`src/rtl/rltt_pkg.sv`:
```
package rltt_pkg;

  localparam int unsigned TRACK_SLOTS = 16;
  localparam int unsigned SLOT_W = (TRACK_SLOTS > 1) ? $clog2(TRACK_SLOTS) : 1;
  localparam logic [31:0] MAX_AGE_RESET = 32'd1000000;

  localparam logic [2:0] ST_MATCHED = 3'd0;
  localparam logic [2:0] ST_CREATED = 3'd1;
  localparam logic [2:0] ST_NOT_LANDMARK = 3'd2;
  localparam logic [2:0] ST_FULL = 3'd3;
  localparam logic [2:0] ST_REPORT = 3'd4;
  localparam logic [2:0] ST_REPORT_EMPTY = 3'd5;

  localparam logic MODE_DETECT = 1'b0;
  localparam logic MODE_REPORT = 1'b1;

  localparam logic [0:0] REG_MAX_AGE = 1'b0;

  typedef struct packed {
    logic        mode;
    logic [47:0] frame_time;
    logic [31:0] pos_x;
    logic [31:0] pos_y;
    logic [31:0] pos_z;
    logic [31:0] radial_speed;
    logic [31:0] signal_to_noise;
    logic [31:0] noise_level;
  } in_item_t;

  typedef struct packed {
    logic [2:0]  status;
    logic [31:0] track_id;
    logic [47:0] last_seen;
    logic [31:0] out_x;
    logic [31:0] out_y;
    logic [31:0] out_z;
    logic [31:0] out_speed;
    logic [31:0] out_snr;
    logic [31:0] out_noise;
    logic        last_of_run;
  } out_item_t;

  typedef struct packed {
    logic [31:0] w0;
    logic [31:0] w1;
    logic [31:0] w2;
    logic [31:0] w3;
    logic [31:0] w4;
    logic [31:0] w5;
  } words_t;

  // Classified command handed from the front part to the back part.
  typedef struct packed {
    logic        report;
    logic        landmark;
    logic [47:0] now;
    words_t      words;
  } cmd_t;

endpackage

```
`src/rtl/rltt_front.sv`:
```
module rltt_front (
  input  logic              clk,
  input  logic              rst_n,
  input  logic              in_push,
  output logic              in_full,
  input  rltt_pkg::in_item_t in_data,
  output logic              cmd_valid,
  input  logic              cmd_take,
  output rltt_pkg::cmd_t    cmd_data
);

  // Two-entry queue between the input port and the table engine.
  rltt_pkg::cmd_t q_r [2];
  logic [1:0] cnt_r, cnt_nxt;
  logic       rd_r, rd_nxt;
  logic       wr_idx;
  rltt_pkg::cmd_t c;
  logic push_ok, pop_ok;

  always_comb begin
    c.report = (in_data.mode == rltt_pkg::MODE_REPORT);
    c.landmark = (in_data.radial_speed[30:0] == 31'd0);
    c.now = in_data.frame_time;
    c.words = '{in_data.pos_x, in_data.pos_y, in_data.pos_z,
                in_data.radial_speed, in_data.signal_to_noise, in_data.noise_level};
  end

  assign in_full = (cnt_r == 2'd2);
  assign push_ok = in_push && !in_full;
  assign cmd_valid = (cnt_r != 2'd0);
  assign pop_ok = cmd_valid && cmd_take;
  assign cmd_data = q_r[rd_r];
  assign wr_idx = rd_r ^ cnt_r[0];

  always_comb begin
    cnt_nxt = cnt_r + {1'b0, push_ok} - {1'b0, pop_ok};
    rd_nxt = pop_ok ? ~rd_r : rd_r;
  end

  always_ff @(posedge clk) begin
    if (!rst_n) begin
      cnt_r <= 2'd0;
      rd_r <= 1'b0;
    end else begin
      cnt_r <= cnt_nxt;
      rd_r <= rd_nxt;
    end
  end

  always_ff @(posedge clk) begin
    if (push_ok) begin
      q_r[wr_idx] <= c;
    end
  end

  assert property (@(posedge clk) disable iff (!rst_n) cnt_r <= 2'd2)
    else $error("queue count overflow");
  assert property (@(posedge clk) disable iff (!rst_n) in_full |-> cmd_valid)
    else $error("full queue without valid head");
  assert property (@(posedge clk) disable iff (!rst_n)
    (cnt_r == 2'd0 && !push_ok) |=> cnt_r == 2'd0)
    else $error("queue filled without a push");

endmodule

```
`config.mk`:
```
export PLATFORM = sky130hd
export DESIGN_NAME = rltt_front
export DESIGN_NICKNAME = d
export VERILOG_FILES = /design/src/rtl/rltt_pkg.sv /design/src/rtl/rltt_front.sv
export SDC_FILE = /design/constraint.sdc
export NUM_CORES = 1
export LEC_CHECK = 0
export BUFFER_PORTS_ARGS = -buffer_cell sky130_fd_sc_hd__buf_2
export CAP_MARGIN = 20
export CORE_ASPECT_RATIO = 0.5
export CORE_MARGIN = 2
export CORE_UTILIZATION = 40
export CTS_BUF_LIST = sky130_fd_sc_hd__clkbuf_4 sky130_fd_sc_hd__clkbuf_8
export CTS_CLUSTER_SIZE = 16
export DETAILED_ROUTE_END_ITERATION = 12
export PLACE_DENSITY = 0.69
export SLEW_MARGIN = 20
export SYNTH_ARGS = -nofsm -noshare
export SYNTH_HDL_FRONTEND = slang
export SYNTH_SLANG_ARGS = --single-unit
export TNS_END_PERCENT = 10
```
`constraint.sdc`:
```
create_clock -name clk -period 29.2 [get_ports clk]
set_clock_uncertainty 0.1 [all_clocks]
set_input_delay 1.46 -clock clk [delete_from_list [all_inputs] [get_ports clk]]
set_output_delay 1.46 -clock clk [all_outputs]
set_load 0.02 [all_outputs]
```
==> impl_metrics.env <==
export IMPL_run_status="completed"
export IMPL_syn_mean_instance_area_um2=23.53
export IMPL_overall_die_height_um=156.0
export IMPL_cts_setup_buffers=0
export IMPL_holdWs_ns=0.5035
export IMPL_seq_area_frac_synth_pct=79.12
export IMPL_detailedRoute_firstPassIterationCount=6
export IMPL_track_usage_pct=17.30
export IMPL_die_w_um=307.9
export IMPL_worst_r2r_endpoint="q_r[0][68]"
export IMPL_setup_tns_ns=0
export IMPL_synth_ff_latch_count=488
export IMPL_mostFrequentLayoutCell="sky130_fd_sc_hd__buf_2"
export IMPL_via_count_of_the_first_global_routing_pass=10040
export IMPL_initial_cell_density_of_the_core_pct=40.67
export IMPL_critPathRequiredTime_ns=27.64
export IMPL_ctsRootBufferMaster="sky130_fd_sc_hd__clkbuf_8"
export IMPL_clk_transition_reported_paths_ns=0.06
export IMPL_drv_max_cap_violation_count=0
export IMPL_post_synthesis_share_of_cell_area_spent_on_full_adders_half_adders_and_majority_gates_pct=0.1355
export IMPL_detail_route_iter0_violations=725
export IMPL_endpoint_kind="primary output"
export IMPL_startpoint_class="flop"
export IMPL_clock_tree_buffer_depth=3
export IMPL_worst_r2r_path_depth=6
export IMPL_worst_endpoint_arrival_ns=3.05
export IMPL_netlist_area_um2=18470
export IMPL_cts_resized=0
export IMPL_synth_simple_area_share_pct=0.6435
export IMPL_synth_top_family_by_area="multiplexers"
export IMPL_synth_compound_gate_area_share_pct=0.04064
export IMPL_finalMaxSlewViolations=0
export IMPL_synth_fp_nets=1032
export IMPL_max_freq_mhz=216.7
export IMPL_post_synthesis_cell_type_count=19
export IMPL_tritoncts_num_sinks=488
export IMPL_max_vdd_ir_drop_v=0.0001041
export IMPL_min_path_cells=2
export IMPL_r2r_setup_slack_ns=25.77
export IMPL_peak_fanout_along_the_critical_path=57
export IMPL_quantity_of_hold_fixing_buffers_added_after_cts=0
export IMPL_final_critical_path_setup_slack_ns=24.59
export IMPL_numCtsBuffers=72
export IMPL_holdCritStartpoint="rd_r"
export IMPL_max_slew_worst_pin_slew_ns=1.147
export IMPL_total_switching_power_mw=0.8162
export IMPL_power_leakage_nw=8.811
export IMPL_finalHoldViolCount=0
export IMPL_yosys_mux_area_fraction_pct=18.41
export IMPL_number_of_design_rule_violations_left_after_detail_routing=0
export IMPL_route_vias_total=9328
export IMPL_power_frac_seq_pct=44.0
export IMPL_floorplan_io_pins=489
export IMPL_place_ws_ns=24.64
export IMPL_portBuffers=488
export IMPL_synth_yosys_warnings=0
export IMPL_p_per_area_nw_per_um2=106.8
export IMPL_sw_frac_of_total_pct=33.40
export IMPL_relSlewSlack_pct=23.50
export IMPL_grt_remaining_overflow=0
export IMPL_floorplan_core_area_um2=45420
export IMPL_timing_final_crit_period_ns=4.614
export IMPL_combinationalPowerShare_pct=34.9
export IMPL_final_layout_size_suffix_gt1_share_pct=61.98
export IMPL_clock_insertion_delay_worst_skew_ns=0.59
export IMPL_layout_filler_cells=3740
export IMPL_cts_htree_levels=3
export IMPL_intPower_mw=1.628
export IMPL_detail_route_vias_per_cell=4.718
export IMPL_critical_path_class="flop to primary output"
export IMPL_global_route_wire_length_before_repair_um=61140
export IMPL_unrepaired_setup_endpoints_after_global_routing="no"
export IMPL_register_area_um2=14620
export IMPL_pwr_share_clk_pct=21.2
export IMPL_design_die_area_um2=48020
export IMPL_syn2layout_area_growth_pct=23.91
export IMPL_dp_final_hpwl_um=30160
export IMPL_post_route_period_util_pct=15.80
export IMPL_multi_input_area_um2=3602
export IMPL_post_layout_total_power_mw=2.444
export IMPL_grt_start_max_net_pins=150
export IMPL_finalWeightedCongestion=0.8324
export IMPL_report_final_setup_viol=0
export IMPL_routed_wire_length_per_instance_um=21.98
export IMPL_synth_xor_area_share_pct=0.1897
export IMPL_layout_common_cells="488 x sky130_fd_sc_hd__buf_2, 484 x sky130_fd_sc_hd__edfxtp_1, 180 x sky130_fd_sc_hd__mux2_4, 72 x sky130_fd_sc_hd__clkbuf_8, 62 x sky130_fd_sc_hd__mux2_2"
export IMPL_finish_net_count=1575
export IMPL_worstHoldPathType="flop to flop"
export IMPL_grt_antenna_before_repair=9
export IMPL_timing_rr_start="cnt_r[0]"
export IMPL_postRouteAntennaNets=0
export IMPL_wirelength_um=43460
export IMPL_tritoncts="done"
export IMPL_syn_instance_count=785
export IMPL_fp_row_count=55
-- through the flow --
step | utilization (%) | instance area (um^2) | std cells
floorplan | - | 18470 | 785
global placement | 47.33 | 21500 | 1850
detailed placement | 47.33 | 21500 | 1850
CTS | 50.24 | 22820 | 1969
global route | 50.39 | 22890 | 1977
finish | 50.39 | 22890 | 1977
-- worst max-delay path by stage --
stage                 start             to  slack [ns]  cells past startpoint
global route           flop  cmd_data[241]       24.40                      3
CTS                    flop  cmd_data[241]       24.52                      3
finish                 flop  cmd_data[241]       24.59                      3
floorplan           in_push      q_r[1][0]       16.02                      2
global placement    in_push     q_r[0][68]       24.77                      5
detailed placement  in_push     q_r[0][71]       24.64                      5
-- cells by family after synthesis --
logic type / Yosys count
multiplexers: 242
AND/OR/NAND/NOR: 20
XOR/XNOR: 4
flip-flops: 488
adder cells (fa/ha/maj): 2
AO/OA/AOI/OAI: 1
buffers and inverters: 28
-- flip-flops by register name (all words and copies together), names as in the netlist, named ones only --
register,cells
rd_r,1
q_r,484
cnt_r,2
-- cells in the mapped netlist --
master,number,share of area (%)
sky130_fd_sc_hd__mux2_4,180,15
sky130_fd_sc_hd__mux2_2,62,3.8
sky130_fd_sc_hd__nand4_1,2,0.068
sky130_fd_sc_hd__buf_2,6,0.16
sky130_fd_sc_hd__buf_6,21,1.3
sky130_fd_sc_hd__inv_1,1,0.020
sky130_fd_sc_hd__xnor2_1,3,0.14
sky130_fd_sc_hd__ha_1,2,0.14
sky130_fd_sc_hd__nor2_1,2,0.041
sky130_fd_sc_hd__nor3_1,1,0.027
sky130_fd_sc_hd__or2_2,1,0.034
sky130_fd_sc_hd__xor2_1,1,0.047
sky130_fd_sc_hd__nand2b_1,1,0.034
sky130_fd_sc_hd__nor2b_1,4,0.14
sky130_fd_sc_hd__dfxtp_1,4,0.43
sky130_fd_sc_hd__o21a_1,1,0.041
sky130_fd_sc_hd__nor4_1,7,0.24
sky130_fd_sc_hd__edfxtp_1,484,79
sky130_fd_sc_hd__and2_1,2,0.068
-- power by group through the flow --
stage                     clock, mW  sequential, mW  combinational (mW)
after CTS                     0.534            1.08               0.857
after floorplan                   0            1.16               0.599
final                         0.517            1.07               0.852
after global placement            0            1.08               0.844
after global routing          0.562            1.09               0.892
after detailed placement          0            1.09               0.853
-- final cells by class --
class                           count  area share, %
Timing Repair Buffer              496          11.27
Inverter                            1        0.01640
Multi-Input combinational cell    269          15.74
Tap cell                          598          3.269
Antenna cell                        6        0.06560
Sequential cell                   488          63.87
Clock inverter                     23         0.6560
Clock buffer                       96          5.117
-- worst max-delay path: stages, from the launching register on --
cell and delay, ns:
sky130_fd_sc_hd__dfxtp_4 0.82, sky130_fd_sc_hd__buf_4 0.90, sky130_fd_sc_hd__mux2_2 0.42, sky130_fd_sc_hd__buf_2 0.16
-- layer usage --
layer | GRT usage (%) | wire length, um
met1 | 17.38 | 14960
met5 | 0 | 19
met4 | 7.456 | 1415
met3 | 3.817 | 1483
met2 | 34.23 | 25580
Note: power is estimated with default switching activity, not from simulation.
